[src/hw/rtl/ray_mesh_closest_hit_unit_defines.svh]
// Assertion macros shared by the closest-hit unit RTL.
`ifndef RAY_MESH_CLOSEST_HIT_UNIT_DEFINES_SVH
`define RAY_MESH_CLOSEST_HIT_UNIT_DEFINES_SVH

// Consequent must hold in the same cycle as the antecedent.
`define RMCH_ASSERT_NOW(label, clk, rst, ante, cons, msg) \
   label: assert property (@(posedge clk) disable iff (rst) (ante) |-> (cons)) \
      else $error(msg);

// Consequent must hold in the cycle after the antecedent.
`define RMCH_ASSERT_NEXT(label, clk, rst, ante, cons, msg) \
   label: assert property (@(posedge clk) disable iff (rst) (ante) |=> (cons)) \
      else $error(msg);

`endif

[src/hw/rtl/rmch_pkg.sv]
// Shared types, constants and the product program of the closest-hit unit.
`timescale 1ns / 1ps

package rmch_pkg;

   localparam int COORD_WIDTH_DEF = 32;
   localparam int FRAC_BITS_DEF   = 16;
   localparam int NUM_W           = 32;
   localparam int PROG_LEN        = 24;
   localparam int STEP_W          = 5;
   localparam int CSR_IDX_W       = 3;

   typedef enum logic [CSR_IDX_W-1:0] {
      CSR_ORIGIN_X,
      CSR_ORIGIN_Y,
      CSR_ORIGIN_Z,
      CSR_DIR_X,
      CSR_DIR_Y,
      CSR_DIR_Z,
      CSR_THRESHOLD
   } csr_index_type;

   typedef enum logic [3:0] {
      ST_IDLE,
      ST_SETUP,
      ST_ISSUE,
      ST_MUL,
      ST_ACC,
      ST_CHECK,
      ST_DIVGO,
      ST_DIVW,
      ST_UPDATE,
      ST_FINISH,
      ST_EMIT
   } state_type;

   typedef enum logic [1:0] {CHK_DET, CHK_U, CHK_V, CHK_T} check_type;

   typedef enum logic [1:0] {DIV_T, DIV_U, DIV_V} div_sel_type;

   // wide multiplicand sources
   typedef enum logic [3:0] {
      WID_E1_X, WID_E1_Y, WID_E1_Z,
      WID_E2_X, WID_E2_Y, WID_E2_Z,
      WID_P_X,  WID_P_Y,  WID_P_Z,
      WID_Q_X,  WID_Q_Y,  WID_Q_Z
   } wide_sel_type;

   // narrow multiplier sources
   typedef enum logic [3:0] {
      NAR_E1_X,  NAR_E1_Y,  NAR_E1_Z,
      NAR_E2_X,  NAR_E2_Y,  NAR_E2_Z,
      NAR_TV_X,  NAR_TV_Y,  NAR_TV_Z,
      NAR_DIR_X, NAR_DIR_Y, NAR_DIR_Z
   } narrow_sel_type;

   // where a finished sum of products goes
   typedef enum logic [3:0] {
      DST_NONE,
      DST_P_X, DST_P_Y, DST_P_Z,
      DST_Q_X, DST_Q_Y, DST_Q_Z,
      DST_DET, DST_UN, DST_VN, DST_TN
   } dst_sel_type;

   typedef struct packed {
      wide_sel_type   a_sel;
      narrow_sel_type b_sel;
      logic           neg;
      dst_sel_type    dst;
   } prog_step_type;

   function automatic prog_step_type mk_step(input wide_sel_type a, input narrow_sel_type b,
                                             input logic neg, input dst_sel_type dst);
      prog_step_type s;
      s.a_sel = a;
      s.b_sel = b;
      s.neg   = neg;
      s.dst   = dst;
      return s;
   endfunction

   // p = dir x e2, det = e1.p, un = tv.p, q = tv x e1, vn = dir.q, tn = e2.q
   function automatic prog_step_type prog_entry(input logic [STEP_W-1:0] idx);
      prog_step_type s;
      unique case (idx)
         5'd0:    s = mk_step(WID_E2_Z, NAR_DIR_Y, 1'b0, DST_NONE);
         5'd1:    s = mk_step(WID_E2_Y, NAR_DIR_Z, 1'b1, DST_P_X);
         5'd2:    s = mk_step(WID_E2_X, NAR_DIR_Z, 1'b0, DST_NONE);
         5'd3:    s = mk_step(WID_E2_Z, NAR_DIR_X, 1'b1, DST_P_Y);
         5'd4:    s = mk_step(WID_E2_Y, NAR_DIR_X, 1'b0, DST_NONE);
         5'd5:    s = mk_step(WID_E2_X, NAR_DIR_Y, 1'b1, DST_P_Z);
         5'd6:    s = mk_step(WID_P_X,  NAR_E1_X,  1'b0, DST_NONE);
         5'd7:    s = mk_step(WID_P_Y,  NAR_E1_Y,  1'b0, DST_NONE);
         5'd8:    s = mk_step(WID_P_Z,  NAR_E1_Z,  1'b0, DST_DET);
         5'd9:    s = mk_step(WID_P_X,  NAR_TV_X,  1'b0, DST_NONE);
         5'd10:   s = mk_step(WID_P_Y,  NAR_TV_Y,  1'b0, DST_NONE);
         5'd11:   s = mk_step(WID_P_Z,  NAR_TV_Z,  1'b0, DST_UN);
         5'd12:   s = mk_step(WID_E1_Z, NAR_TV_Y,  1'b0, DST_NONE);
         5'd13:   s = mk_step(WID_E1_Y, NAR_TV_Z,  1'b1, DST_Q_X);
         5'd14:   s = mk_step(WID_E1_X, NAR_TV_Z,  1'b0, DST_NONE);
         5'd15:   s = mk_step(WID_E1_Z, NAR_TV_X,  1'b1, DST_Q_Y);
         5'd16:   s = mk_step(WID_E1_Y, NAR_TV_X,  1'b0, DST_NONE);
         5'd17:   s = mk_step(WID_E1_X, NAR_TV_Y,  1'b1, DST_Q_Z);
         5'd18:   s = mk_step(WID_Q_X,  NAR_DIR_X, 1'b0, DST_NONE);
         5'd19:   s = mk_step(WID_Q_Y,  NAR_DIR_Y, 1'b0, DST_NONE);
         5'd20:   s = mk_step(WID_Q_Z,  NAR_DIR_Z, 1'b0, DST_VN);
         5'd21:   s = mk_step(WID_Q_X,  NAR_E2_X,  1'b0, DST_NONE);
         5'd22:   s = mk_step(WID_Q_Y,  NAR_E2_Y,  1'b0, DST_NONE);
         5'd23:   s = mk_step(WID_Q_Z,  NAR_E2_Z,  1'b0, DST_TN);
         default: s = mk_step(WID_E1_X, NAR_E1_X,  1'b0, DST_NONE);
      endcase
      return s;
   endfunction

endpackage

[src/hw/rtl/rmch_div.sv]
// Restoring divider: floor((num << F) / den), one quotient bit per cycle, saturating.
`timescale 1ns / 1ps

module rmch_div
   import rmch_pkg::*;
#(
   parameter int N_W = 3 * COORD_WIDTH_DEF + 8,
   parameter int Q_W = COORD_WIDTH_DEF,
   parameter int F   = FRAC_BITS_DEF
) (
   input  logic           clock,
   input  logic           reset,
   input  logic           start,
   input  logic [N_W-1:0] num,
   input  logic [N_W-1:0] den,
   output logic           done,
   output logic [Q_W-1:0] quotient
);

   localparam int DVD_W = N_W + F;
   localparam int CNT_W = $clog2(DVD_W);

   logic             busy_ff, busy_in;
   logic             done_ff, done_in;
   logic [CNT_W-1:0] cnt_ff, cnt_in;
   logic [DVD_W-1:0] dvd_ff, dvd_in;
   logic [N_W-1:0]   den_ff, den_in;
   logic [N_W-1:0]   rem_ff, rem_in;
   logic [Q_W-2:0]   quo_ff, quo_in;
   logic             ovf_ff, ovf_in;
   logic [N_W:0]     trial;
   logic [N_W:0]     diff;
   logic             ge;

   assign trial = {rem_ff, dvd_ff[DVD_W-1]};
   assign diff  = trial - {1'b0, den_ff};
   assign ge    = (trial >= {1'b0, den_ff});

   // one long-division step; any bit leaving the quotient window saturates
   always_comb begin
      busy_in = busy_ff;
      done_in = 1'b0;
      cnt_in  = cnt_ff;
      dvd_in  = dvd_ff;
      den_in  = den_ff;
      rem_in  = rem_ff;
      quo_in  = quo_ff;
      ovf_in  = ovf_ff;
      if (start && !busy_ff) begin
         busy_in = 1'b1;
         cnt_in  = CNT_W'(DVD_W - 1);
         dvd_in  = {num, {F{1'b0}}};
         den_in  = den;
         rem_in  = '0;
         quo_in  = '0;
         ovf_in  = 1'b0;
      end else if (busy_ff) begin
         rem_in = ge ? diff[N_W-1:0] : trial[N_W-1:0];
         dvd_in = {dvd_ff[DVD_W-2:0], 1'b0};
         quo_in = {quo_ff[Q_W-3:0], ge};
         ovf_in = ovf_ff | quo_ff[Q_W-2];
         if (cnt_ff == '0) begin
            busy_in = 1'b0;
            done_in = 1'b1;
         end else begin
            cnt_in = cnt_ff - 1'b1;
         end
      end
   end

   // control
   always_ff @(posedge clock) begin
      if (reset) begin
         busy_ff <= 1'b0;
         done_ff <= 1'b0;
      end else begin
         busy_ff <= busy_in;
         done_ff <= done_in;
      end
   end

   // datapath
   always_ff @(posedge clock) begin
      cnt_ff <= cnt_in;
      dvd_ff <= dvd_in;
      den_ff <= den_in;
      rem_ff <= rem_in;
      quo_ff <= quo_in;
      ovf_ff <= ovf_in;
   end

   assign done     = done_ff;
   assign quotient = ovf_ff ? {1'b0, {(Q_W-1){1'b1}}} : {1'b0, quo_ff};

endmodule

[config.mk]
export PLATFORM = sky130hd
export DESIGN_NAME = rmch_div
export DESIGN_NICKNAME = d
export VERILOG_FILES = /design/src/hw/rtl/ray_mesh_closest_hit_unit_defines.svh /design/src/hw/rtl/rmch_pkg.sv /design/src/hw/rtl/rmch_div.sv
export SDC_FILE = /design/constraint.sdc
export NUM_CORES = 1
export LEC_CHECK = 0
export ABC_CLOCK_PERIOD_IN_PS = 6470
export BUFFER_PORTS_ARGS = -buffer_cell sky130_fd_sc_hd__buf_2
export CAP_MARGIN = 15
export CORE_MARGIN = 5
export CORE_UTILIZATION = 50
export DETAILED_ROUTE_END_ITERATION = 8
export PLACE_DENSITY = 0.75
export SLEW_MARGIN = 25
export SYNTH_ARGS = -nofsm -noshare
export SYNTH_HDL_FRONTEND = slang
export SYNTH_SLANG_ARGS = --single-unit
[constraint.sdc]
create_clock -name clock -period 6.47 [get_ports clock]
set_clock_uncertainty 0.2 [all_clocks]
set_input_delay 0.647 -clock clock [delete_from_list [all_inputs] [get_ports clock]]
set_output_delay 0.647 -clock clock [all_outputs]
set_load 0.03 [all_outputs]
Word-level counts from Yosys, hierarchy flattened
Index checks and enable logic that the tools add are counted.
W data, S select, Z words.
Word-level totals
  flip-flop bits (word level): 353
  input bits: 211
  logic and storage cells: 28
Operators by class
  mux-type cells: 8
  add/sub/neg operators: 2
  bitwise logic cells: 3
  reductions and logical operators: 6
  order comparisons: 1
Operator list (number)
  $mux W120: 2
  $ge A105 B104 Y1: 1
  $mux W104: 1
  $sub A104 B104 Y104: 1
  $mux W31: 1
  $logic_not A7 Y1: 1
  $sub A7 B1 Y7 const B: 1
  $mux W1: 4
  $reduce_or A3 Y1: 1
  $not A1 Y1: 2
  $reduce_and A2 Y1: 1
  $reduce_bool A2 Y1: 1
  $logic_and A1 B1 Y1: 1
  $logic_not A1 Y1: 1
  $or A1 B1 Y1: 1

Longest topological paths before layout
  depth after elaboration: 4
  mapped depth: 17
  gate-level depth less buffers: 15

Worst setup path after synthesis
No wires, ideal clock.
  kind: input port to flip-flop
  start point: in start
  end point: reg den_ff[0], enable pin
  required time: 5761 ps
  stages: 3
  data arrival time: 3937 ps
  buffers on the path: 1
  slack: 1824 ps
  library setup time: 509 ps
  path through: nand2_1 > inv_2 > clkbuf_1
On the way
  longest elaborated chain between the ends: 1
Ends and longest elaborated chain
  start, declared: line rmch_div.sv:13  | input logic start,
  $logic_and A1 B1 Y1: line rmch_div.sv:49  | if (start && !busy_ff) begin
  end signal, assigned: line rmch_div.sv:86  | den_ff <= den_in;
  end, declared: line rmch_div.sv:27  | logic [N_W-1:0] den_ff, den_in;
Every way passes these cells.
A chain may end at the register's enable or synchronous reset.

Worst setup path in the final report
  start point: reg den_ff[8]
  end point: reg rem_ff[93]
On the way
  longest elaborated chain between the ends: 2
  elaborated cells between the ends (all ways): 3
  classes of those cells: add/sub (1); order compare (1); mux (1)
Ends and longest elaborated chain
  $sub A104 B104 Y104 / $ge A105 B104 Y1 (equally long branches): line rmch_div.sv:36, rmch_div.sv:37
  $mux W104 (*): line rmch_div.sv:58  | rem_in = ge ? diff[N_W-1:0] : trial[N_W-1:0];
  end signal, assigned: line rmch_div.sv:87  | rem_ff <= rem_in;
  end, declared: line rmch_div.sv:28  | logic [N_W-1:0] rem_ff, rem_in;
Mark *: on every way between the ends. The rest lies on a longest branch, timed or not.

==> run metrics <==
status finished, final reports clean; ys async rst share 0%; routed vias/inst 5.60; Startpoint Class flip-flop; DIE AREA 0.0447 sq mm; H-tree Lvls 2; cell taking the most area after synthesis edfxtp_1; fin util 58.0%; first-pass GRT wire length 86000 microns; Reg clk slew, reported paths 0.06 ns; fin crit period 4.57 ns; Post-DP Area 0.0218 sq mm; share of cells above drive strength 1 14.4%; Sum Neg Setup Slack 0 ns; P_leak 10.2 nW; DR WL/cell 17.2 microns; synth-to-layout area growth 14.0%; total core area 0.0399 sq mm; Final Max Slew Viols 0; CP max stage delay 0.64 ns; CP max FO 67; Total Power 9.27 mW; peak supply drop 0.000218 V; Post-synth EDFFs 208; PortBufs 242; Hold Crit Class in2reg; #FFs+latches synth 353; overflow left after global routing 0; DRC viols 0; Yosys top cell area share 30.8%; Routed Antenna Nets 0; Hold Fails Final Rpt 0; hpwl dp 38500 microns; row count 73; library cells used by synthesis 78; Setup-failing EPs final 0; IO Count 244; Die W 212 microns; Cell Pwr Density 400 mW/mm^2; Warnings, synthesis 0; CP arrival 4.81 ns; kind of critical path reg2reg; Initial Util 50.9%; CTS tree built; post-cts sizing count 0; Max Cap Violations 0; gr usage total 23.2%; worst-margin pin slew 1.01 ns; largest cells by area after synthesis edfxtp_1 31%, dfxtp_1 14%, nand2_1 10%; Max clock buf depth 3; syn nets 2708; Fillers 3557; Avg Cell Area, Syn 8.50 sq um; RSZ-0062 raised after global routing false; Net count, final 2877; Die Span Y 212 microns; DR vias 17500; largest net degree at the start of global routing 111; cell mode on critical path nor3_1; Worst-Skew Late Latency 0.58 ns; Rel. slew slack 32.5%; Hold Slack 0.0427 ns; initial antenna violation count 19; Cells after Synth 2390; cell area after layout 0.0231 sq mm; commonest register cell after synthesis edfxtp_1; share of the cycle needed by the critical path after routing 70.6%; Max Clk Rate 0.219 GHz; Post-CTS Repair Setup Buffers 0; TritonCTS Buffers 39; drt pass-1 iters 6; crit path buf inv count 2; clock sinks 353; Seq/Total Area, Yosys 45.1%; CP max stage cell o21a_4; Top delay family on crit path compound AO/OA/AOI/OAI gates; GP Congestion 0.951; Post-Syn Area 0.0203 sq mm; CTS Hold Buffers Added 0; Worst Path Required 6.71 ns; Initial DRC Count 1537; Setup crit end kind flip-flop; vias in the first global route 17100; DRT Wirelength 53700 microns; CTS Root Buffer Type clkbuf_16; crit-path cells inv_1 > ha_1 > a21o_1 > a31oi_1 > o22ai_1 > o311ai_1 > a31o_1 > a2111oi_2 > nor3_1 > o21a_4 > buf_4 > nor3_1 > a21oi_1 > a2bb2oi_1 > o21ai_0
[layout make-up]
cell class	instances	area, sq um	area share, %
tap	525	657	2.84
inverter	151	577	2.49
clock inverter	16	195	0.843
timing repair buffer	251	1280	5.54
clock buffer	56	1160	5.01
sequential	353	9150	39.5
antenna	5	12.5	0.0541
multi-input combinational	1763	10100	43.7
[power by group]
part	leakage [nW]	total [mW]	internal [mW]	switching, mW
clock network	0.668	2.33	1.39	0.949
logic	6.28	3.85	1.46	2.39
registers	3.23	3.08	2.82	0.267
total	10.2	9.27	5.66	3.61
[metrics by stage]
stage	worst slack [ns]	instances
6_report	1.90	3120
5_1_grt	1.50	3117
4_1_cts	1.90	3115
3_5_place_dp	1.93	3043
3_3_place_gp	2.09	3043
2_1_floorplan	1.82	2390
[cell usage after synthesis, types with 8 or more instances]
| cell type | count |
|---|---|
| clkbuf_1 | 100 |
| o211ai_1 | 8 |
| dfxtp_1 | 145 |
| xnor2_1 | 57 |
| nand4_1 | 44 |
| a31oi_1 | 14 |
| and3_1 | 9 |
| buf_2 | 12 |
| a21boi_0 | 10 |
| nor2b_1 | 11 |
| o21a_1 | 22 |
| edfxtp_1 | 208 |
| o21ai_0 | 194 |
| nand2_1 | 567 |
| nor3_1 | 29 |
| or2_2 | 35 |
| a22oi_1 | 23 |
| xor2_1 | 41 |
| inv_1 | 149 |
| nand3_1 | 20 |
| a22o_1 | 16 |
| nor2_1 | 138 |
| a21o_1 | 37 |
| o22ai_1 | 12 |
| nand2b_1 | 14 |
| o21bai_1 | 29 |
| a21oi_1 | 223 |
| ha_1 | 106 |
[worst register-to-register path: cells and delay by family (launching register included)]
| family | cells | cell delay (ns) |
|---|---|---|
| buffers and inverters | 2 | 0.59 |
| DFF | 1 | 0.34 |
| AOI/OAI and AO/OA | 10 | 2.39 |
| adders and majority gates | 1 | 0.42 |
| and+or+nand+nor | 2 | 0.49 |
[flip-flops by register name, summed over array words and instances, names as in the netlist]
register / count
cnt_ff: 7
quo_ff: 31
done: 1
busy_ff: 1
rem_ff: 104
ovf_ff: 1
den_ff: 104
dvd_ff: 104
[routing by layer]
layer | global-route usage (%) | vias to the layer above | routed length (microns)
met5 | 0 | - | 176
met4 | 7.33 | 26 | 1470
met3 | 5.71 | 121 | 3840
met2 | 37.6 | 534 | 24500
met1 | 30.8 | 8118 | 23700
li1 | - | 8660 | -
[kinds of logic after synthesis]
kind of cell	count (synthesis)	share of synthesized area [%]
other	1	0.0185
xor gates and xnor gates	98	4.23
and+or+nand+nor	899	18.9
DFF	353	45.1
AOI/OAI and AO/OA	650	19.4
buffers and inverters	274	5.31
adders and majority gates	107	6.63
muxes	8	0.407
[cell usage in the layout (no fill, tap or decap), drive strengths merged, types with 5 or more instances in the layout]
cell type and count:
buf 251, a22o 16, edfxtp 208, o211ai 8, nand3 20, xor2 41, and3 9, clkinv 8
and2 6, a21boi 10, xnor2 57, nor2b 11, nor4 6, clkbuf 56, o21a 22, dfxtp 145
inv 155, o21ai 200, a211oi 5, a221o 5, ha 106, o22ai 12, a21o 38, nand2 567
nor3 29, a22oi 23, or2 35, nor2 138, a31oi 15, mux2i 6, diode 5, nand2b 15
a21oi 223, nand4 44, o21bai 29
[worst paths after layout]
kind / from / to / slack, ns / depth (start not counted)
max: den_ff[8] / rem_ff[93] / 1.90 / 15
min: den[49] / den_ff[49] / 0.04 / 1
min reg2reg: quo_ff[30] / quo_ff[30] / 0.28 / 2
max reg2reg: den_ff[8] / rem_ff[93] / 1.90 / 15
Power figures use the tool's default switching activity.
