File: src/hw/rtl/ray_mesh_closest_hit_unit_defines.svh
// Assertion macros shared by the closest-hit unit RTL.
`ifndef RAY_MESH_CLOSEST_HIT_UNIT_DEFINES_SVH
`define RAY_MESH_CLOSEST_HIT_UNIT_DEFINES_SVH

// Consequent must hold in the same cycle as the antecedent.
`define RMCH_ASSERT_NOW(label, clk, rst, ante, cons, msg) \
   label: assert property (@(posedge clk) disable iff (rst) (ante) |-> (cons)) \
      else $error(msg);

// Consequent must hold in the cycle after the antecedent.
`define RMCH_ASSERT_NEXT(label, clk, rst, ante, cons, msg) \
   label: assert property (@(posedge clk) disable iff (rst) (ante) |=> (cons)) \
      else $error(msg);

`endif

File: src/hw/rtl/rmch_pkg.sv
// Shared types, constants and the product program of the closest-hit unit.
`timescale 1ns / 1ps

package rmch_pkg;

   localparam int COORD_WIDTH_DEF = 32;
   localparam int FRAC_BITS_DEF   = 16;
   localparam int NUM_W           = 32;
   localparam int PROG_LEN        = 24;
   localparam int STEP_W          = 5;
   localparam int CSR_IDX_W       = 3;

   typedef enum logic [CSR_IDX_W-1:0] {
      CSR_ORIGIN_X,
      CSR_ORIGIN_Y,
      CSR_ORIGIN_Z,
      CSR_DIR_X,
      CSR_DIR_Y,
      CSR_DIR_Z,
      CSR_THRESHOLD
   } csr_index_type;

   typedef enum logic [3:0] {
      ST_IDLE,
      ST_SETUP,
      ST_ISSUE,
      ST_MUL,
      ST_ACC,
      ST_CHECK,
      ST_DIVGO,
      ST_DIVW,
      ST_UPDATE,
      ST_FINISH,
      ST_EMIT
   } state_type;

   typedef enum logic [1:0] {CHK_DET, CHK_U, CHK_V, CHK_T} check_type;

   typedef enum logic [1:0] {DIV_T, DIV_U, DIV_V} div_sel_type;

   // wide multiplicand sources
   typedef enum logic [3:0] {
      WID_E1_X, WID_E1_Y, WID_E1_Z,
      WID_E2_X, WID_E2_Y, WID_E2_Z,
      WID_P_X,  WID_P_Y,  WID_P_Z,
      WID_Q_X,  WID_Q_Y,  WID_Q_Z
   } wide_sel_type;

   // narrow multiplier sources
   typedef enum logic [3:0] {
      NAR_E1_X,  NAR_E1_Y,  NAR_E1_Z,
      NAR_E2_X,  NAR_E2_Y,  NAR_E2_Z,
      NAR_TV_X,  NAR_TV_Y,  NAR_TV_Z,
      NAR_DIR_X, NAR_DIR_Y, NAR_DIR_Z
   } narrow_sel_type;

   // where a finished sum of products goes
   typedef enum logic [3:0] {
      DST_NONE,
      DST_P_X, DST_P_Y, DST_P_Z,
      DST_Q_X, DST_Q_Y, DST_Q_Z,
      DST_DET, DST_UN, DST_VN, DST_TN
   } dst_sel_type;

   typedef struct packed {
      wide_sel_type   a_sel;
      narrow_sel_type b_sel;
      logic           neg;
      dst_sel_type    dst;
   } prog_step_type;

   function automatic prog_step_type mk_step(input wide_sel_type a, input narrow_sel_type b,
                                             input logic neg, input dst_sel_type dst);
      prog_step_type s;
      s.a_sel = a;
      s.b_sel = b;
      s.neg   = neg;
      s.dst   = dst;
      return s;
   endfunction

   // p = dir x e2, det = e1.p, un = tv.p, q = tv x e1, vn = dir.q, tn = e2.q
   function automatic prog_step_type prog_entry(input logic [STEP_W-1:0] idx);
      prog_step_type s;
      unique case (idx)
         5'd0:    s = mk_step(WID_E2_Z, NAR_DIR_Y, 1'b0, DST_NONE);
         5'd1:    s = mk_step(WID_E2_Y, NAR_DIR_Z, 1'b1, DST_P_X);
         5'd2:    s = mk_step(WID_E2_X, NAR_DIR_Z, 1'b0, DST_NONE);
         5'd3:    s = mk_step(WID_E2_Z, NAR_DIR_X, 1'b1, DST_P_Y);
         5'd4:    s = mk_step(WID_E2_Y, NAR_DIR_X, 1'b0, DST_NONE);
         5'd5:    s = mk_step(WID_E2_X, NAR_DIR_Y, 1'b1, DST_P_Z);
         5'd6:    s = mk_step(WID_P_X,  NAR_E1_X,  1'b0, DST_NONE);
         5'd7:    s = mk_step(WID_P_Y,  NAR_E1_Y,  1'b0, DST_NONE);
         5'd8:    s = mk_step(WID_P_Z,  NAR_E1_Z,  1'b0, DST_DET);
         5'd9:    s = mk_step(WID_P_X,  NAR_TV_X,  1'b0, DST_NONE);
         5'd10:   s = mk_step(WID_P_Y,  NAR_TV_Y,  1'b0, DST_NONE);
         5'd11:   s = mk_step(WID_P_Z,  NAR_TV_Z,  1'b0, DST_UN);
         5'd12:   s = mk_step(WID_E1_Z, NAR_TV_Y,  1'b0, DST_NONE);
         5'd13:   s = mk_step(WID_E1_Y, NAR_TV_Z,  1'b1, DST_Q_X);
         5'd14:   s = mk_step(WID_E1_X, NAR_TV_Z,  1'b0, DST_NONE);
         5'd15:   s = mk_step(WID_E1_Z, NAR_TV_X,  1'b1, DST_Q_Y);
         5'd16:   s = mk_step(WID_E1_Y, NAR_TV_X,  1'b0, DST_NONE);
         5'd17:   s = mk_step(WID_E1_X, NAR_TV_Y,  1'b1, DST_Q_Z);
         5'd18:   s = mk_step(WID_Q_X,  NAR_DIR_X, 1'b0, DST_NONE);
         5'd19:   s = mk_step(WID_Q_Y,  NAR_DIR_Y, 1'b0, DST_NONE);
         5'd20:   s = mk_step(WID_Q_Z,  NAR_DIR_Z, 1'b0, DST_VN);
         5'd21:   s = mk_step(WID_Q_X,  NAR_E2_X,  1'b0, DST_NONE);
         5'd22:   s = mk_step(WID_Q_Y,  NAR_E2_Y,  1'b0, DST_NONE);
         5'd23:   s = mk_step(WID_Q_Z,  NAR_E2_Z,  1'b0, DST_TN);
         default: s = mk_step(WID_E1_X, NAR_E1_X,  1'b0, DST_NONE);
      endcase
      return s;
   endfunction

endpackage

File: src/hw/rtl/rmch_mul.sv
// Bit-serial signed multiplier, one multiplier bit per cycle, MSB first.
`timescale 1ns / 1ps

module rmch_mul
   import rmch_pkg::*;
#(
   parameter int A_W = 3 * COORD_WIDTH_DEF + 8,
   parameter int B_W = COORD_WIDTH_DEF + 1
) (
   input  logic           clock,
   input  logic           reset,
   input  logic           start,
   input  logic [A_W-1:0] a,
   input  logic [B_W-1:0] b,
   output logic           done,
   output logic [A_W-1:0] product
);

   localparam int CNT_W = $clog2(B_W);

   logic             busy_ff, busy_in;
   logic             done_ff, done_in;
   logic [CNT_W-1:0] cnt_ff, cnt_in;
   logic [A_W-1:0]   a_ff, a_in;
   logic [B_W-1:0]   b_ff, b_in;
   logic [A_W-1:0]   prod_ff, prod_in;
   logic [A_W-1:0]   term;

   // shift-add step; the sign bit of b weighs negative
   always_comb begin
      busy_in = busy_ff;
      done_in = 1'b0;
      cnt_in  = cnt_ff;
      a_in    = a_ff;
      b_in    = b_ff;
      prod_in = prod_ff;
      term    = '0;
      if (b_ff[cnt_ff]) begin
         term = (cnt_ff == CNT_W'(B_W - 1)) ? (~a_ff + 1'b1) : a_ff;
      end
      if (start && !busy_ff) begin
         busy_in = 1'b1;
         cnt_in  = CNT_W'(B_W - 1);
         a_in    = a;
         b_in    = b;
         prod_in = '0;
      end else if (busy_ff) begin
         prod_in = {prod_ff[A_W-2:0], 1'b0} + term;
         if (cnt_ff == '0) begin
            busy_in = 1'b0;
            done_in = 1'b1;
         end else begin
            cnt_in = cnt_ff - 1'b1;
         end
      end
   end

   // control
   always_ff @(posedge clock) begin
      if (reset) begin
         busy_ff <= 1'b0;
         done_ff <= 1'b0;
      end else begin
         busy_ff <= busy_in;
         done_ff <= done_in;
      end
   end

   // operands and partial product
   always_ff @(posedge clock) begin
      cnt_ff  <= cnt_in;
      a_ff    <= a_in;
      b_ff    <= b_in;
      prod_ff <= prod_in;
   end

   assign done    = done_ff;
   assign product = prod_ff;

endmodule

File: config.mk
export PLATFORM = sky130hd
export DESIGN_NAME = rmch_mul
export DESIGN_NICKNAME = d
export VERILOG_FILES = /design/src/hw/rtl/ray_mesh_closest_hit_unit_defines.svh /design/src/hw/rtl/rmch_pkg.sv /design/src/hw/rtl/rmch_mul.sv
export SDC_FILE = /design/constraint.sdc
export NUM_CORES = 1
export LEC_CHECK = 0
export BUFFER_PORTS_ARGS = -buffer_cell sky130_fd_sc_hd__buf_4
export CORE_MARGIN = 1
export CORE_UTILIZATION = 30
export CTS_BUF_LIST = sky130_fd_sc_hd__clkbuf_8
export CTS_CLUSTER_SIZE = 14
export DETAILED_ROUTE_END_ITERATION = 10
export HOLD_SLACK_MARGIN = 0.15
export SYNTH_ARGS = -nofsm -noshare
export SYNTH_HDL_FRONTEND = slang
export SYNTH_SLANG_ARGS = --single-unit
File: constraint.sdc
create_clock -name clock -period 6.3 [get_ports clock]
set_input_delay 0.315 -clock clock [delete_from_list [all_inputs] [get_ports clock]]
set_output_delay 0.315 -clock clock [all_outputs]
set_load 0.005 [all_outputs]
Word level (Yosys, flattened, before mapping)
Index checks and enable logic that the tools add are counted.
{"block": "word_totals", "mem_bits_ro": 0, "out_inout_bits": 105, "latch_bits": 0, "mem_bits_rw": 0, "memories": 0, "word_cells": 27, "reg_bits": 249, "input_bits": 140}
{"block": "classes", "eq_ne": 1, "n_mul": 0, "muxes": 8, "n_shift": 0, "n_div": 0, "reduce_logical": 5, "bitwise_logic": 3, "n_addsub": 3, "order_cmp": 1}
{"op": "$mux W104", "count": 2}
{"op": "$add A104 B1 Y104 const B", "count": 1}
{"op": "$add A104 B104 Y104", "count": 1}
{"op": "$not A104 Y104", "count": 1}
{"op": "$lt A6 B7 Y1 const B", "count": 1}
{"op": "$bmux W1 S6", "count": 1}
{"op": "$eq A6 B6 Y1 const B", "count": 1}
{"op": "$logic_not A6 Y1", "count": 1}
{"op": "$sub A6 B1 Y6 const B", "count": 1}
{"op": "$mux W1", "count": 5}
{"op": "$reduce_or A3 Y1", "count": 1}
{"op": "$not A1 Y1", "count": 2}
{"op": "$reduce_and A2 Y1", "count": 1}
{"op": "$logic_and A1 B1 Y1", "count": 1}
{"op": "$logic_not A1 Y1", "count": 1}

Logic depth before layout (Yosys ltp)
Gate-level depths: netlist (run 1).
{"block": "depth", "word_depth": 5, "depth_mapped": 25, "ltp_nobuf": 24}

Least setup slack after synthesis (run 1)
No wires, ideal clock.
{"block": "synth_timing", "path_type": "flip-flop to flip-flop", "from": "register a_ff[5]", "to": "register prod_ff[95], in the netlist product[95]", "synth_period_minus_slack_ps": 5537, "setup_time_ps": 62, "slack_ps": 763, "t_arrival_ps": 5475, "stages_incl_launch_ff": 21, "required_time_ps": 6238, "cell_sequence": "edfxtp_1 or4_4 or4b_4 nor3_4 or3b_4 o41ai_1 xor2_1 nor2_1 ha_1 clkbuf_1 nand4_1 nor4_1 nand2_1 a2111oi_0 nor3_1 o21ai_2 a31oi_1 o21ai_1 a21boi_1 or4_1 nand3_1"}
{"block": "synth_via", "elab_chain_cells": 5}
{"item": "from (decl)", "line_no": "rmch_mul.sv:24", "source": "logic [A_W-1:0] a_ff, a_in;"}
{"item": "from (signal assigned)", "line_no": "rmch_mul.sv:72", "source": "a_ff <= a_in;"}
{"item": "$not A104 Y104", "line_no": "rmch_mul.sv:39", "source": "term = (cnt_ff == CNT_W'(B_W - 1)) ? (~a_ff + 1'b1) : a_ff;"}
{"item": "$add A104 B1 Y104", "line_no": "rmch_mul.sv:39"}
{"item": "$mux W104 *", "line_no": "rmch_mul.sv:39"}
{"item": "$mux W104 *", "line_no": "rmch_mul.sv:38", "source": "if (b_ff[cnt_ff]) begin"}
{"item": "$add A104 B104 Y104 *", "line_no": "rmch_mul.sv:48", "source": "prod_in = {prod_ff[A_W-2:0], 1'b0} + term;"}
{"item": "to (signal assigned)", "line_no": "rmch_mul.sv:74", "source": "prod_ff <= prod_in;"}
{"item": "to (decl)", "line_no": "rmch_mul.sv:26", "source": "logic [A_W-1:0] prod_ff, prod_in;"}
Mark *: on every way between the ends. The rest lies on a longest branch, timed or not.
A chain may end at the register's enable or synchronous reset.

Final worst setup path (run 1)
{"block": "layout_timing", "from": "register a_ff[17]", "to": "register prod_ff[98], in the netlist product[98]"}
The elaborated chain is that of the path after synthesis.

==> impl_metrics.yaml, run 1 <==
sta:
  fin_worst_skew_ns: 0.0313
  worst_pin_slew_ns: 0.887
  fmax_mhz: 165
  setup_viol: 0
  post-route-period-util: 0.961
  period_needed_ns: 6.06
  finalHoldViolations: 0
  drv_slew: 0
  timing.slew.headroom: 0.409
  grt_setup_unrepaired: "yes"
critical_path:
  crit_arrival_ns: 6.63
  crit_path_top_delay_cell: "or4b_4"
  worstSetupPathType: "register to register"
  r2r_end: "product[98]"
  crit_required_ns: 6.87
  max_stage_delay_ns: 0.61
  path_buf_inv: 3
  critPathCaptureType: "register"
  critPathMaxFanout: 6
  crit_family: "simple AND/OR/NAND/NOR gates"
  crit_path_start_kind: "register"
  rrSetupSlack_ns: 0.24
  crit_chain: "or3_1 -> nand4bb_2 -> or4b_4 -> nor2_1 -> buf_4 -> nand2_1 -> o21ai_0 -> xor2_1 -> nor2_1 -> ha_2 -> nand2_1 -> nor4_2 -> buf_4 -> nand2_1 -> or4_4 -> a31oi_4 -> o21ai_2 -> o31ai_2 -> buf_4 -> nand4_1 -> o21ai_2 -> mux2_2 -> o211ai_1"
  r2r_cells: 23
  timing.rr.start: "a_ff[17]"
die:
  die_w_um: 243
  row_count: 87
  top_level_ports: 245
  fp.coreArea_um2: 56800
  dieHeight_um: 243
  die-area_um2: 58900
  start_util: 0.306
power:
  finalPower_mw: 9.77
  cellLeakagePower_nw: 9.02
  ir_drop_v: 0.000216
  power.density_nw_per_um2: 427
cells_and_area:
  final_cell_mix: "buf_4, nand2_1, nor2_1, o21ai_0, a21oi_1"
  drive_above_1_share: 0.183
  num-nets-final: 2680
  regArea_um2: 6360
  finish.instance_area_um2: 22900
  nFillCells: 5672
  area_growth_pct: 31.5
  layout_commonest_cell: "buf_4"
  multi_input_area_um2: 10700
grt:
  antenna_found_initial: 10
  grtUsageTotal: 0.214
  grt_overflow: 0
  grt_pass1_wl_um: 98700
  grt_pass1_vias: 17048
  grt_max_degree: 132
clock_tree:
  path_clk_slew_ns: 0.07
  clk_latency_ns: 0.65
  cts_buffers: 48
  cts_buffer_depth: 3
  cts_tree: "built"
  cts_num_sinks: 249
  htree_num_levels: 2
  root_buffer: "clkbuf_8"
placement:
  place_congestion: 0.990
  post_dp_cell_area_um2: 20300
  dp_hpwl_um: 49800
  numPortBuffers: 244
synthesis:
  async_reset_ff_frac: 0
  synth_area_um2: 17400
  yosysSeqAreaShare: 0.366
  ys.flop_type: "edfxtp_1"
  syn_inst: 2032
  synth_area_per_cell_um2: 8.56
  syn_nets: 2278
  synth_cell_type_count: 91
  synth_edf_count: 137
  ys.warnings.count: 0
  ys_seq_elements: 249
run_status:
  outcome: "finished, final reports clean"
routing:
  vias: 17104
  dr.pass1.iters: 5
  drtIter0Drc: 1183
  wl_um: 64800
  ant_nets: 0
  post-route-drc-count: 0
  via_per_inst: 5.30
  wl_per_cell_um: 20.1
hold_path:
  min_from: "b[3]"
  hold_path_depth: 2
  hold_path_class: "input pin to register"
  whs_endpoint: "b_ff[3]"
job:
  drv_cap: 0
==> cell type report <==
cell class | count | share of cell area
diodes | 3 | 0.000328
clock buffers | 52 | 0.0313
inverters | 39 | 0.00640
repair buffers | 454 | 0.166
flip-flops and latches | 249 | 0.278
well taps | 756 | 0.0414
multi-input cells | 1642 | 0.466
clock inverters | 34 | 0.0106
==> cell families after synthesis <==
| group | Yosys count | share of synthesized area |
|---|---|---|
| buffers and inverters | 141 | 0.0309 |
| XOR/XNOR | 190 | 0.0962 |
| multiplexers | 12 | 0.0128 |
| AND/OR/NAND/NOR | 711 | 0.198 |
| adder cells (fa/ha/maj) | 106 | 0.0767 |
| flip-flops | 249 | 0.366 |
| AO/OA/AOI/OAI | 623 | 0.219 |
==> per-layer routing <==
layer  share of wire  wire length (um)  vias up  track usage
met4           0.028              1820       14       0.0666
li1                -                 -     8292            -
met5          0.0012                80        -            0
met2            0.45             29200      579        0.345
met3           0.063              4090      120       0.0390
met1            0.46             29700     8099        0.288
==> cells in the mapped netlist (9+ instances only) <==
library cell	instances	area [um^2]
a211oi_1	17	128
a21o_1	56	420
a21oi_1	173	866
a22o_1	9	78.8
a31oi_1	20	125
and3_1	17	106
clkbuf_1	90	338
dfxtp_1	112	2240
edfxtp_1	137	4110
ha_1	105	1310
inv_1	38	143
nand2_1	223	837
nand2b_1	17	106
nand3_1	27	135
nand4_1	47	294
nor2_1	221	830
nor2b_1	12	75.1
nor3_1	40	200
nor4_1	23	144
o21a_1	11	82.6
o21ai_0	199	996
o21bai_1	32	240
o22ai_1	9	56.3
o31ai_1	19	143
or3_1	28	175
or4_1	14	105
xnor2_1	95	832
xor2_1	94	823
==> worst max-delay path by stage <==
stage	start	end	slack (ns)	depth (start not counted)
final	a_ff[17]	product[98]	0.24	23
after global routing	a_ff[6]	product[99]	-0.06	21
after CTS	a_ff[6]	product[98]	0.03	23
after detailed placement	cnt_ff[0]	product[98]	-0.26	21
after global placement	cnt_ff[0]	product[98]	-0.12	21
after floorplan	a_ff[5]	product[95]	0.76	20
==> per-stage QoR <==
step	hold WS, ns	cells	setup TNS, ns	setup WS, ns	util
global placement	0.479	2997	-0.235	-0.119	0.358
global route	0.346	3228	-0.159	-0.0610	0.402
finish	0.394	3229	0	0.244	0.402
CTS	0.324	3222	0	0.0321	0.399
floorplan	0.387	2032	0	0.763	-
detailed placement	0.487	2997	-0.580	-0.263	0.358
==> power by group <==
group          leakage [nW]  switching (mW)  total [mW]  internal, mW
registers              2.22           0.487        2.60          2.12
clock network         0.542           0.769        1.66         0.887
logic                  6.25            3.21        5.51          2.30
==> what timing repair did <==
item / in CTS / in global routing
pin swaps: 0 / 5
hold buffers: 139 / 0
setup buffers: 0 / 4
endpoints found under the setup margin: 3 / 15
resized for setup: 3 / 28
hold endpoints to repair: 150 / 0
==> worst register-to-register path, cell delays in order, from the launching register on <==
cell	delay, ns
edfxtp_1	0.44
or3_1	0.42
nand4bb_2	0.37
or4b_4	0.61
nor2_1	0.17
buf_4	0.16
nand2_1	0.08
o21ai_0	0.22
xor2_1	0.23
nor2_1	0.11
ha_2	0.41
nand2_1	0.12
nor4_2	0.28
buf_4	0.16
nand2_1	0.12
or4_4	0.46
a31oi_4	0.25
o21ai_2	0.17
o31ai_2	0.20
buf_4	0.18
nand4_1	0.16
o21ai_2	0.24
mux2_2	0.36
o211ai_1	0.09
==> state kept, by name, summed over array words and instances, names as in the netlist <==
register  count
a_ff        104
busy_ff       1
done          1
b_ff         33
cnt_ff        6
product     104
(Power assumes the default switching activity.)
==> inputs of run 2 (changes only) <==
--- a/config.mk
+++ b/config.mk
@@ -6,12 +6,14 @@
 export NUM_CORES = 1
 export LEC_CHECK = 0
 export BUFFER_PORTS_ARGS = -buffer_cell sky130_fd_sc_hd__buf_4
+export CORE_ASPECT_RATIO = 1.25
 export CORE_MARGIN = 1
 export CORE_UTILIZATION = 30
-export CTS_BUF_LIST = sky130_fd_sc_hd__clkbuf_8
+export CTS_BUF_LIST = sky130_fd_sc_hd__clkbuf_4 sky130_fd_sc_hd__clkbuf_8
 export CTS_CLUSTER_SIZE = 14
 export DETAILED_ROUTE_END_ITERATION = 10
 export HOLD_SLACK_MARGIN = 0.15
+export PLACE_DENSITY = 0.55
 export SYNTH_ARGS = -nofsm -noshare
 export SYNTH_HDL_FRONTEND = slang
 export SYNTH_SLANG_ARGS = --single-unit
==> run 2 against run 1 <==
  * Critical path depth is 1 higher
  * Via count hardly changed
  * Sequential cell count stayed put
  * Register-to-register slack better by 0.12 ns
  * Clock skew is 0.034 ns higher
  * Maximum frequency is 2.0% higher
  * Sequential power hardly changed
  * Total power is 1.7% higher
  * Worst setup slack better by 0.12 ns
  * Wire length is 2.0% higher
  * Largest cell class unchanged
  * Largest power group unchanged
==> impl_metrics.yaml, run 2 (synthesis results as in run 1) <==
run_status:
  outcome: "finished, final reports clean"
die:
  die_w_um: 217
  top_level_ports: 245
  dieHeight_um: 271
  start_util: 0.304
  die-area_um2: 58900
  fp.coreArea_um2: 57300
  row_count: 98
sta:
  post-route-period-util: 0.942
  fmax_mhz: 168
  hold_slack_ns: 0.390
  drv_slew: 0
  setup_viol: 0
  worst_pin_slew_ns: 1.28
  fin_tns_setup_ns: 0
  fin_worst_skew_ns: 0.0649
  period_needed_ns: 5.94
  timing.slew.headroom: 0.149
  finalHoldViolations: 0
critical_path:
  worstSetupPathType: "register to register"
  crit_path_start_kind: "register"
  critPathCaptureType: "register"
  crit_family: "simple AND/OR/NAND/NOR gates"
  crit_arrival_ns: 6.46
  crit_chain: "or3_1 -> nand4bb_2 -> or4b_4 -> nor2_1 -> buf_4 -> nand3_1 -> nor4_2 -> buf_4 -> nor4b_2 -> o21ai_0 -> a21oi_1 -> ha_1 -> a21oi_1 -> o21ai_0 -> a21oi_1 -> o21ai_0 -> o211ai_1 -> a21oi_1 -> a311oi_1 -> buf_4 -> o41ai_4 -> a41oi_1 -> xor2_1 -> o21ai_0"
  path_buf_inv: 3
  critPathMaxFanout: 5
  crit_required_ns: 6.82
  crit_path_top_delay_cell: "or4b_4"
  max_stage_delay_ns: 0.60
power:
  power.density_nw_per_um2: 431
  cellLeakagePower_nw: 9.17
  ir_drop_v: 0.000192
cells_and_area:
  num-nets-final: 2704
  area_growth_pct: 32.7
  layout_commonest_cell: "buf_4"
  nFillCells: 5694
  drive_above_1_share: 0.193
  regArea_um2: 6360
  multi_input_area_um2: 10600
  instances_no_fill: 3251
  final_cell_mix: "buf_4, nand2_1, nor2_1, o21ai_0, a21oi_1"
placement:
  numPortBuffers: 244
  dp_hpwl_um: 51900
  place_congestion: 0.948
  dpl.cell_count: 3019
grt:
  grt_pass1_wl_um: 99500
  grtUsageTotal: 0.220
  grt_max_degree: 87
  grt_pass1_vias: 17205
  grt_overflow: 0
  antenna_found_initial: 8
clock_tree:
  path_clk_slew_ns: 0.07
  root_buffer: "clkbuf_8"
  cts_tree: "built"
  cts_num_sinks: 249
  clk_latency_ns: 0.66
  cts_buffer_depth: 3
  cts_buffers: 46
  htree_num_levels: 2
job:
  drv_cap: 0
routing:
  drtIter0Drc: 1072
  wl_per_cell_um: 20.3
  vias: 17105
  ant_nets: 0
  via_per_inst: 5.26
  post-route-drc-count: 0
  wl_um: 66100
  dr.pass1.iters: 6
hold_path:
  hold_path_class: "input pin to register"
-- run 2: per-layer routing --
layer | wire length [um] | global-route usage | vias up
met4 | 2760 | 0.0888 | 10
met5 | 63 | 0 | -
met2 | 33000 | 0.392 | 509
li1 | - | - | 8338
met1 | 27300 | 0.262 | 8108
met3 | 3040 | 0.0334 | 140
-- run 2: worst register-to-register path, delay by kind of cell, from the launching register on --
family,cells,cell delay (ns)
xor+xnor,1,0.16
compound gates,12,2.15
simple gates,7,2.28
flops,1,0.42
buf+inv,3,0.55
fa+ha+maj,1,0.31
-- run 2: power by group --
group | internal (mW) | switching [mW] | leakage (nW)
registers | 2.11 | 0.471 | 2.22
clock network | 1.02 | 0.774 | 0.544
logic | 2.31 | 3.25 | 6.40
total | 5.45 | 4.49 | 9.17
-- run 2: final cells by class --
cell class | count | share of cell area
well taps | 750 | 0.0407
flip-flops and latches | 249 | 0.276
repair buffers | 480 | 0.172
clock buffers | 64 | 0.0360
diodes | 5 | 0.000543
inverters | 39 | 0.00635
multi-input cells | 1642 | 0.459
clock inverters | 22 | 0.00955
-- run 2: path summary, 6_finish.rpt --
path | startpoint | cells after the start | slack [ns] | endpoint
worst max register to register | a_ff[19] | 24 | 0.36 | product[101]
worst min register to register | product[42] | 2 | 0.49 | product[42]
worst min-delay path | reset | 3 | 0.39 | busy_ff
worst max-delay path | a_ff[19] | 24 | 0.36 | product[101]
-- run 2: what timing repair did --
item | CTS | global route
setup buffers | 0 | 2
hold buffers | 139 | 0
hold endpoints to repair | 150 | 0
resized for setup | 0 | 17
setup endpoints to repair | 0 | 13
-- run 2: through the flow --
| stage | power [mW] | util | worst slack [ns] | cell area (um^2) |
|---|---|---|---|---|
| 2_1_floorplan | 6.04 | - | 0.763 | 17400 |
| 3_3_place_gp | 8.03 | 0.358 | 0.0462 | 20500 |
| 3_5_place_dp | 8.05 | 0.358 | 0.0510 | 20500 |
| 4_1_cts | 9.98 | 0.401 | 0.0630 | 23000 |
| 5_1_grt | 10.7 | 0.403 | -0.0267 | 23100 |
| 6_report | 9.94 | 0.403 | 0.363 | 23100 |
